File: config.mk
export PLATFORM = sky130hd
export DESIGN_NAME = rlrm_front
export DESIGN_NICKNAME = d
export VERILOG_FILES = /design/src/sv/rlrm_pkg.sv /design/src/sv/rlrm_front.sv
export SDC_FILE = /design/constraint.sdc
export NUM_CORES = 1
export LEC_CHECK = 0
export BUFFER_PORTS_ARGS = -buffer_cell sky130_fd_sc_hd__clkbuf_2
export CAP_MARGIN = 20
export CORE_UTILIZATION = 45
export CTS_BUF_LIST = sky130_fd_sc_hd__clkbuf_16
export CTS_CLUSTER_DIAMETER = 200
export CTS_CLUSTER_SIZE = 24
export DETAILED_ROUTE_END_ITERATION = 16
export GPL_ROUTABILITY_DRIVEN = 0
export PLACE_DENSITY = 0.61
export SLEW_MARGIN = 25
export SYNTH_ARGS = -nofsm -noshare
export SYNTH_HDL_FRONTEND = slang
export SYNTH_SLANG_ARGS = --single-unit
File: constraint.sdc
create_clock -name clk -period 6.75 [get_ports clk]
set_clock_uncertainty 0.05 [all_clocks]
set_input_delay 1.35 -clock clk [delete_from_list [all_inputs] [get_ports clk]]
set_output_delay 1.35 -clock clk [all_outputs]
set_load 0.02 [all_outputs]
File: src/sv/rlrm_pkg.sv
// shared types and constants for the request latency and rate monitor
package rlrm_pkg;

  typedef enum logic [1:0] {
    FUNC_BEGIN = 2'd0,
    FUNC_END   = 2'd1,
    FUNC_TICK  = 2'd2,
    FUNC_READ  = 2'd3
  } func_t;

  localparam int NWIN   = 5;
  localparam int NSAVED = 4;

  localparam logic [1:0] CFG_MINUTE = 2'd0;
  localparam logic [1:0] CFG_HOUR   = 2'd1;
  localparam logic [1:0] CFG_DAY    = 2'd2;

  localparam logic [15:0] MINUTE_RESET = 16'd60;
  localparam logic [23:0] HOUR_RESET   = 24'd3600;
  localparam logic [23:0] DAY_RESET    = 24'd86400;

  // classified operation passed from front to back
  typedef struct packed {
    func_t      func;
    logic [1:0] range;   // 0 short, 1 mid, 2 long
    logic [3:0] bucket;  // unclamped bucket inside range when below 16
    logic       big;     // bucket value at least 16
    logic       success;
    logic [5:0] read_index;
  } op_t;

endpackage

File: src/sv/rlrm_front.sv
// front end: accepts items and classifies latency into histogram ranges
module rlrm_front (
  input  logic           clk,
  input  logic           rst,
  input  logic           in_valid,
  output logic           in_ready,
  input  logic [1:0]     func,
  input  logic [31:0]    latency_ms,
  input  logic           success,
  input  logic [5:0]     read_index,
  output logic           op_valid,
  input  logic           op_ready,
  output rlrm_pkg::op_t  op
);

  // two entry queue
  rlrm_pkg::op_t q [2];
  logic [1:0] count;
  logic       rd_ptr;
  logic       wr_ptr;
  rlrm_pkg::op_t cls;
  logic [31:0] quot;
  logic        push;
  logic        pop;

  always_comb begin
    cls = '0;
    cls.func       = rlrm_pkg::func_t'(func);
    cls.success    = success;
    cls.read_index = read_index;
    if (latency_ms < 32'd100) begin
      cls.range = 2'd0;
      quot = ({25'd0, latency_ms[6:0]} * 32'd205) >> 11;
    end else if (latency_ms < 32'd1000) begin
      cls.range = 2'd1;
      quot = ({22'd0, latency_ms[9:0]} * 32'd1311) >> 17;
    end else begin
      cls.range = 2'd2;
      quot = (latency_ms < 32'd16000) ? (({18'd0, latency_ms[13:0]} * 32'd8389) >> 23)
                                      : 32'd16;
    end
    cls.big    = (quot >= 32'd16);
    cls.bucket = quot[3:0];
  end

  assign in_ready = (count != 2'd2);
  assign push     = in_valid && in_ready;
  assign op_valid = (count != 2'd0);
  assign pop      = op_valid && op_ready;
  assign op       = q[rd_ptr];

  always_ff @(posedge clk) begin
    if (push) begin
      q[wr_ptr] <= cls;
    end
    if (rst) begin
      count  <= 2'd0;
      rd_ptr <= 1'b0;
      wr_ptr <= 1'b0;
    end else begin
      if (push) begin
        wr_ptr <= ~wr_ptr;
      end
      if (pop) begin
        rd_ptr <= ~rd_ptr;
      end
      count <= count + 2'(push) - 2'(pop);
    end
  end

`ifndef SYNTHESIS
  a_count_max: assert property (@(posedge clk) disable iff (rst) count <= 2'd2)
    else $error("queue overfilled");
  a_full_ready: assert property (@(posedge clk) disable iff (rst)
    (count == 2'd2) |-> !in_ready) else $error("ready while full");
  a_empty_valid: assert property (@(posedge clk) disable iff (rst)
    (count == 2'd0) |-> !op_valid) else $error("valid while empty");
`endif

endmodule

==> flow_metrics.py, run 1 <==
metrics = {
    "finish": {
        "area_growth_pct": 12.2,
        "fin_nets": 951,
        "seq_area_um2": 1060,
        "drive_above_1_share_pct": 16.5,
        "multi_input_area_um2": 4730,
        "fillers": 1227,
        "num_antenna_cells": 0,
    },
    "yosys": {
        "seq_area_frac_synth_pct": 17.1,
        "yosysTopAreaCell": "ha_1",
        "avgSynthCellArea_um2": 10.7,
        "ys_seq_elements": 37,
        "yosysUniqueCellTypes": 58,
        "synth_ff_type": "edfxtp_1",
        "netlist_top_cells_count": "ha_1 (193), inv_1 (111), fa_1 (52), edfxtp_1 (32), nor2_1 (17)",
        "synthArstFlopShare_pct": 0,
        "synthCells": 581,
        "synth_edf_count": 32,
        "synth_nets": 871,
        "synth_top_area_share_pct": 38.8,
        "yosys_warnings": 0,
        "synth_area_um2": 6220,
        "yosysMostFrequentCell": "ha_1",
        "synthTopCellsByArea": "ha_1 (39%), fa_1 (17%), edfxtp_1 (15%)",
    },
    "global_route": {
        "grt_pass1_vias": 4754,
        "grt.overflow.total": 0,
        "antenna_found_initial": 0,
        "grt_use_total_pct": 20.4,
        "grt_pass1_wl_mm": 22.9,
        "grt_max_degree": 17,
    },
    "setup_path": {
        "worstSetupStartpointType": "input port",
        "critPathBufInv": 5,
        "path_depth": 18,
        "crit_family": "adder cells",
        "worstPathRequired_ps": 6750,
        "critPathSlowestCell": "fa_1",
        "crit-reg2reg-launch": "count[1]",
        "critPathMaxStageDelay_ps": 550,
        "criticalPathCategory": "input port to flop",
        "critPathCaptureType": "flop",
        "reg2reg_to": "count[0]",
        "crit_arrival_ps": 6150,
        "critPathMaxFanout": 10,
        "cp-startpoint": "latency_ms[6]",
        "rrSetupSlack_ps": 5090,
        "crit_chain": "clkbuf_2 > inv_1 > fa_1 > inv_1 > ha_1 > inv_1 > fa_1 > inv_1 > fa_1 > fa_1 > ha_1 > and3_1 > o21ai_0 > o211ai_1 > or3_1 > a31oi_1 > xor2_1 > a222oi_1",
        "ff2ff_path_depth": 6,
    },
    "timing": {
        "finalSetupViolCount": 0,
        "final_max_slew_viol_count": 0,
        "relSlewSlack_pct": 51.9,
        "rsz0062_at_grt": "false",
        "holdWs_ps": 473,
        "setup_tns_ps": 0,
        "post-route-period-util_pct": 91.1,
        "fin_crit_ps": 6150,
        "final_hold_viol_count": 0,
        "max_freq_ghz": 0.163,
        "worst_slew_pin_slew_ps": 722,
    },
    "status": {
        "outcome": "complete, no violations",
    },
    "routing": {
        "first_iter_violations": 102,
        "vias_per_cell": 5.28,
        "ant_nets": 0,
        "num_vias": 4426,
        "drt_first_pass_iters": 4,
        "wl_mm": 13.8,
        "wl_per_cell_um": 16.4,
        "drc": 0,
    },
    "floorplan": {
        "die_y_um": 120,
        "core_um2": 13300,
        "start_util_pct": 46.6,
        "die_w_um": 120,
        "placementRows": 42,
        "die-area_um2": 14300,
        "boundaryPins": 63,
    },
    "pwr": {
        "ir_worst_vdd_uv": 100,
        "cellLeakagePower_nw": 3.79,
        "power.density_nw_per_um2": 245,
    },
    "hold_path": {
        "hold_path.class": "flop to flop",
        "whs_path_depth": 2,
        "min_from": "rd_ptr",
    },
    "cts": {
        "cts_root_buf": "clkbuf_16",
        "clock-sinks": 37,
        "clk_pin_slew_ps": 50,
        "cts-htree-levels": 2,
        "cts_resized": 0,
        "cts_tree": "done",
        "cts_buffers": 5,
        "post-cts-setup-buffers": 0,
        "clock_latency_ps": 270,
        "hold_buffers": 0,
        "cts.path.max_buffers": 2,
    },
    "placed_design": {
        "io_buffers": 62,
        "place_hpwl_mm": 12.1,
    },
    "job": {
        "cap_violations": 0,
    },
}
-- worst min-delay path: cells and delay by family (launching register included) --
family,cells,cell delay (ps)
flops,1,330
simple gates,1,70
xor+xnor,1,90
-- per-layer routing --
metal / track usage, % / share of wire [%]
met4: 4.77 / 2.1
met2: 36.0 / 48
met5: 0 / 0
met3: 1.28 / 2.9
met1: 27.1 / 47
-- per-stage QoR --
stage	total power, mW	worst slack [ps]	instance area (um^2)	util [%]	instances
floorplan	1.17	847	6220	-	581
global placement	1.47	419	6840	51.2	830
detailed placement	1.50	301	6840	51.2	830
CTS	1.73	573	6970	52.2	838
global route	1.91	208	6970	52.2	838
finish	1.71	598	6970	52.2	838
-- flip-flops by register name, indices dropped and copies added, names as in the netlist, named ones only --
signal,flops
q,32
count,2
rd_ptr,1
wr_ptr,1
-- report_power, final --
part           internal (mW)  switching [mW]
sequential             0.289          0.0215
clock                  0.133          0.0755
combinational          0.529           0.663
-- final cells by class --
cell class              count  share of cell area [%]
clock inverters             3                   0.179
repair buffers             75                    5.85
multi-input cells         431                    67.8
clock buffers               5                    1.79
flip-flops and latches     37                    15.2
well taps                 176                    3.16
inverters                 111                    5.97
-- how the worst max path moves through the flow --
stage	end	slack, ps
2_1_floorplan	q[0][10]	850
3_3_place_gp	q[0][11]	420
3_5_place_dp	q[0][11]	300
4_1_cts	q[0][11]	570
5_1_grt	q[0][11]	210
6_report	q[0][11]	600
-- cells in the final DEF, fill, tap and decap left out, drive strengths merged, types with 2 or more instances in the layout --
master     n
o21ai     16
o311a      2
nor2      17
a211oi     3
xnor2      5
nand3      6
o2111ai    2
o211a      3
nand4      5
buf       13
a31oi      2
mux2      16
o21a       5
a21boi     2
o211ai     4
fa        52
a2111oi    2
a21o      11
a21oi     17
xor2       6
dfxtp      5
edfxtp    32
inv      113
ha       193
nor2b      5
nor3b      2
and3       7
nor3       3
nand2     11
nor4       6
or2        7
clkbuf    67
-- cells by family after synthesis --
logic type      Yosys count  synth area share (%)
fa+ha+maj               245                  55.6
compound gates           83                  9.52
xor+xnor                 11                  1.55
buf+inv                 113                  6.82
simple gates             76                  6.54
flops                    37                  17.1
mux                      16                  2.90
No activity file was read; power rests on OpenSTA's default activity.
==> inputs of run 2 (changes only) <==
- CTS_BUF_LIST: sky130_fd_sc_hd__clkbuf_16 -> unset
==> run 2 against run 1 <==
Design area did not move. Largest power group unchanged. Combinational power about the same. Via count did not move. Sequential power barely moved. Global-route usage unchanged. Largest cell class unchanged. Highest routed layer unchanged. Critical path type unchanged.
==> flow_metrics.py, run 2 (synthesized netlist as in run 1, its figures left out) <==
metrics = {
    "status": {
        "outcome": "complete, no violations",
    },
    "setup_path": {
        "crit_chain": "clkbuf_2 > inv_1 > fa_1 > inv_1 > ha_1 > inv_1 > fa_1 > inv_1 > fa_1 > fa_1 > ha_1 > and3_1 > o21ai_0 > o211ai_1 > or3_1 > a31oi_1 > xor2_1 > a222oi_1",
        "critPathMaxFanout": 10,
        "critPathSlowestCell": "fa_1",
        "critPathMaxStageDelay_ps": 550,
        "cp-startpoint": "latency_ms[6]",
        "crit_family": "adder cells",
        "critPathBufInv": 5,
        "worstSetupStartpointType": "input port",
        "criticalPathCategory": "input port to flop",
        "worstPathRequired_ps": 6750,
        "crit_arrival_ps": 6150,
        "critPathCaptureType": "flop",
        "crit-reg2reg-launch": "count[1]",
    },
    "floorplan": {
        "start_util_pct": 46.6,
        "boundaryPins": 63,
        "placementRows": 42,
        "die-area_um2": 14300,
        "die_w_um": 120,
        "die_y_um": 120,
        "core_um2": 13300,
    },
    "global_route": {
        "grt.overflow.total": 0,
        "grt_max_degree": 17,
        "grt_pass1_vias": 4754,
        "grt_use_total_pct": 20.4,
        "grt_pass1_wl_mm": 22.9,
        "antenna_found_initial": 0,
    },
    "finish": {
        "area_growth_pct": 12.2,
        "drive_above_1_share_pct": 16.5,
        "fin_nets": 951,
        "fillers": 1227,
        "final_common_cell": "ha_1",
        "regMostFlops": "q",
        "largest_register_ffs": 32,
        "reg.largest.list": "q x32, count x2",
        "seq_area_um2": 1060,
        "multi_input_area_um2": 4730,
        "final_cell_mix": "ha_1 (193), inv_1 (111), clkbuf_2 (62)",
        "num_antenna_cells": 0,
        "fin_util_pct": 52.2,
    },
    "timing": {
        "final_max_slew_viol_count": 0,
        "rsz0062_at_grt": "false",
        "worst_slew_pin_slew_ps": 722,
        "final_hold_viol_count": 0,
        "post-route-period-util_pct": 91.1,
        "fin_crit_ps": 6150,
        "max_freq_ghz": 0.163,
        "relSlewSlack_pct": 51.9,
        "finalSetupViolCount": 0,
        "setup_tns_ps": 0,
    },
    "job": {
        "cap_violations": 0,
    },
    "routing": {
        "first_iter_violations": 98,
        "drc": 0,
        "drt_first_pass_iters": 4,
        "wl_per_cell_um": 16.4,
        "ant_nets": 0,
        "wl_mm": 13.8,
        "vias_per_cell": 5.28,
        "num_vias": 4426,
    },
    "pwr": {
        "power.share.clock_pct": 12.3,
        "power.density_nw_per_um2": 246,
        "p_switching_uw": 760,
        "cellLeakagePower_nw": 3.78,
        "comb_power_share_pct": 69.6,
        "pwr-share-seq_pct": 18.1,
        "ir_worst_vdd_uv": 100,
        "p_int_uw": 954,
        "p_sw_share_pct": 44.4,
    },
    "cts": {
        "cts.path.max_buffers": 2,
        "cts_resized": 0,
        "clock-sinks": 37,
        "hold_buffers": 0,
        "cts-htree-levels": 2,
        "clock_latency_ps": 270,
        "cts_tree": "done",
        "post-cts-setup-buffers": 0,
        "cts_buffers": 5,
        "cts_root_buf": "clkbuf_16",
        "clk_pin_slew_ps": 50,
    },
    "placed_design": {
        "io_buffers": 62,
        "place_hpwl_mm": 12.1,
    },
    "hold_path": {
        "min_from": "rd_ptr",
        "hold_path.class": "flop to flop",
    },
}
==> run 2: changes by cell type in the layout (fill, tap and decap cells not counted), sizes merged <==
cell	before	now
clkbuf	67	69
inv	113	111
==> run 2: power by group through the flow <==
| stage | Sequential (mW) | Combinational [mW] | Clock [mW] |
|---|---|---|---|
| after floorplan | 0.301 | 0.872 | 0 |
| after global placement | 0.314 | 1.16 | 0 |
| after detailed placement | 0.316 | 1.18 | 0 |
| after CTS | 0.311 | 1.20 | 0.216 |
| after global routing | 0.314 | 1.37 | 0.224 |
| final | 0.310 | 1.19 | 0.211 |
==> run 2: per-stage QoR <==
step	cells	area, um^2	hold WS (ps)	setup slack [ps]	power, mW
6_report	838	6970	473	598	1.71
3_3_place_gp	830	6840	447	419	1.47
2_1_floorplan	581	6220	431	847	1.17
3_5_place_dp	830	6840	454	301	1.50
4_1_cts	838	6970	470	573	1.73
5_1_grt	838	6970	516	208	1.91
==> run 2: cell type report <==
class / count / share of cell area [%]
Clock buffer: 7 / 1.90
Clock inverter: 1 / 0.0718
Inverter: 111 / 5.97
Multi-Input combinational cell: 431 / 67.8
Sequential cell: 37 / 15.2
Tap cell: 176 / 3.16
Timing Repair Buffer: 75 / 5.85
==> run 2: path summary, 6_finish.rpt <==
path / slack [ps] / cells after the start / to
hold reg to reg: 470 / 2 / flop
setup reg to reg: 5090 / 6 / count[0]
hold / removal: 470 / 2 / flop
setup / recovery: 600 / 18 / q[0][11]
==> run 2: worst min-delay path, cell delays in order (launching register included) <==
cell	delay [ps]
dfxtp_1	330
xnor2_1	90
nor2_1	70
==> run 2: per-layer routing <==
| metal | routed length (um) | GRT usage, % | share of wire, % | vias to the layer above |
|---|---|---|---|---|
| li1 | - | - | - | 2206 |
| met1 | 6450 | 27.1 | 47 | 2109 |
| met2 | 6620 | 36.0 | 48 | 95 |
| met3 | 392 | 1.28 | 2.9 | 16 |
| met4 | 287 | 4.77 | 2.1 | 0 |
| met5 | 0 | 0 | 0 | - |
==> inputs of run 3 (changes only) <==
- CORE_ASPECT_RATIO: unset -> 1.75
==> run 3 against run 2 <==
Non-clock buffer count fell by 1. Clock power up 4%. Critical path type unchanged. Hold slack worse by 5.3 ps. Combinational power about the same. Total power grew 0.68%.
==> flow_metrics.py, run 3 (synthesized netlist as in run 1, its figures left out) <==
metrics = {
    "setup_path": {
        "criticalPathCategory": "input port to flop",
        "crit-reg2reg-launch": "count[1]",
        "critPathCaptureType": "flop",
        "worstPathRequired_ps": 6760,
        "rrSetupSlack_ps": 5070,
        "critPathMaxFanout": 5,
        "worstSetupStartpointType": "input port",
        "cp-startpoint": "latency_ms[5]",
        "crit_arrival_ps": 6290,
    },
    "placed_design": {
        "io_buffers": 62,
        "place_hpwl_mm": 13.1,
    },
    "finish": {
        "final_cell_mix": "ha_1 (193), inv_1 (111), clkbuf_2 (62)",
        "num_antenna_cells": 0,
        "final_common_cell": "ha_1",
        "fin_nets": 950,
        "area_growth_pct": 12.1,
        "reg.largest.list": "q x32, count x2",
        "largest_register_ffs": 32,
        "drive_above_1_share_pct": 16.5,
        "regMostFlops": "q",
    },
    "pwr": {
        "comb_power_share_pct": 69.4,
        "cellLeakagePower_nw": 3.77,
        "power.density_nw_per_um2": 248,
        "p_int_uw": 946,
        "power.share.clock_pct": 12.7,
        "ir_worst_vdd_uv": 163,
        "pwr-share-seq_pct": 18.0,
        "p_sw_share_pct": 45.2,
        "total_power_mw": 1.73,
        "p_switching_uw": 780,
    },
    "global_route": {
        "grt.overflow.total": 0,
        "grt-busiest-layer": "met2",
        "grt_max_degree": 17,
        "grt_util_met2_pct": 44.3,
        "antenna_found_initial": 0,
        "grtUsageMet3_pct": 2.08,
        "grt_pass1_wl_mm": 23.7,
        "use_met1_pct": 20.1,
        "grt_pass1_vias": 4982,
        "grt_use_total_pct": 21.7,
    },
    "timing": {
        "worst_slew_pin_slew_ps": 739,
        "max_freq_ghz": 0.159,
        "finalSetupViolCount": 0,
        "final_max_slew_viol_count": 0,
        "post-route-period-util_pct": 93.1,
        "setup_tns_ps": 0,
        "rsz0062_at_grt": "false",
        "final_hold_viol_count": 0,
        "relSlewSlack_pct": 50.7,
        "fin_crit_ps": 6280,
    },
    "floorplan": {
        "die_w_um": 90.8,
        "placementRows": 56,
        "die-area_um2": 14300,
        "die_y_um": 157,
        "core_um2": 13500,
        "start_util_pct": 46.2,
        "boundaryPins": 63,
    },
    "routing": {
        "vias_per_cell": 5.43,
        "wl_mm": 14.7,
        "ant_nets": 0,
        "first_iter_violations": 96,
        "wl_per_cell_um": 17.6,
        "drc": 0,
        "drt_first_pass_iters": 4,
        "num_vias": 4537,
    },
    "cts": {
        "clock-sinks": 37,
        "hold_buffers": 0,
        "cts-htree-levels": 2,
        "cts_buffers": 5,
        "clock_latency_ps": 280,
        "cts_tree": "done",
        "cts.path.max_buffers": 2,
        "cts_root_buf": "clkbuf_16",
        "cts_resized": 0,
        "clk_pin_slew_ps": 50,
        "post-cts-setup-buffers": 0,
    },
    "job": {
        "cap_violations": 0,
    },
    "hold_path": {
        "min_from": "rd_ptr",
        "hold_path.class": "flop to flop",
    },
    "status": {
        "outcome": "complete, no violations",
    },
}
## run 3: cell types whose count changed in the layout (fill, tap and decap cells not counted), sizes merged
cell    previous run  this run
buf               13        12
clkbuf            69        68
clkinv             1         2
## run 3: power by group through the flow
stage	clock network, mW	registers, mW	logic, mW
2_1_floorplan	0	0.301	0.872
3_3_place_gp	0	0.314	1.17
3_5_place_dp	0	0.316	1.19
4_1_cts	0.224	0.311	1.21
5_1_grt	0.234	0.316	1.36
6_report	0.219	0.310	1.20
## run 3: worst paths after layout
kind              endpoint  cells after the start
setup / recovery  q[1][11]                     18
hold / removal      rd_ptr                      2
setup reg to reg  count[1]                      7
hold reg to reg     rd_ptr                      2
## run 3: layer usage
metal / part of all wire [%] / up-vias / wire [um]
li1: - / 2206 / -
met1: 35 / 2176 / 5170
met2: 56 / 113 / 8200
met3: 3.0 / 42 / 444
met4: 6.1 / 0 / 892
met5: 0 / - / 0
## run 3: through the flow
step	utilization, %	hold WS [ps]	instance area [um^2]	std cells	setup slack, ps
floorplan	-	431	6220	581	847
global placement	50.7	449	6830	827	255
detailed placement	50.7	459	6830	827	209
CTS	51.8	472	6970	835	497
global route	51.8	496	6970	835	257
finish	51.8	468	6970	835	467
## run 3: layout make-up
class                      count  area [um^2]
inverter                     111          417
timing repair buffer          74          400
sequential                    37         1060
fill                        1276         6490
tap                          174          218
clock buffer                   6          129
clock inverter                 2         10.0
multi-input combinational    431         4730
## run 3: worst max-delay path: stages
cell and delay, ps:
clkbuf_2 170, inv_1 100, fa_1 500, inv_1 110, ha_1 340, inv_1 60, fa_1 540, inv_1 60
fa_1 560, fa_1 430, ha_1 340, and3_1 200, o21ai_0 220, o211ai_1 150, or3_1 420, a31oi_1 220
xor2_1 120, a222oi_1 390
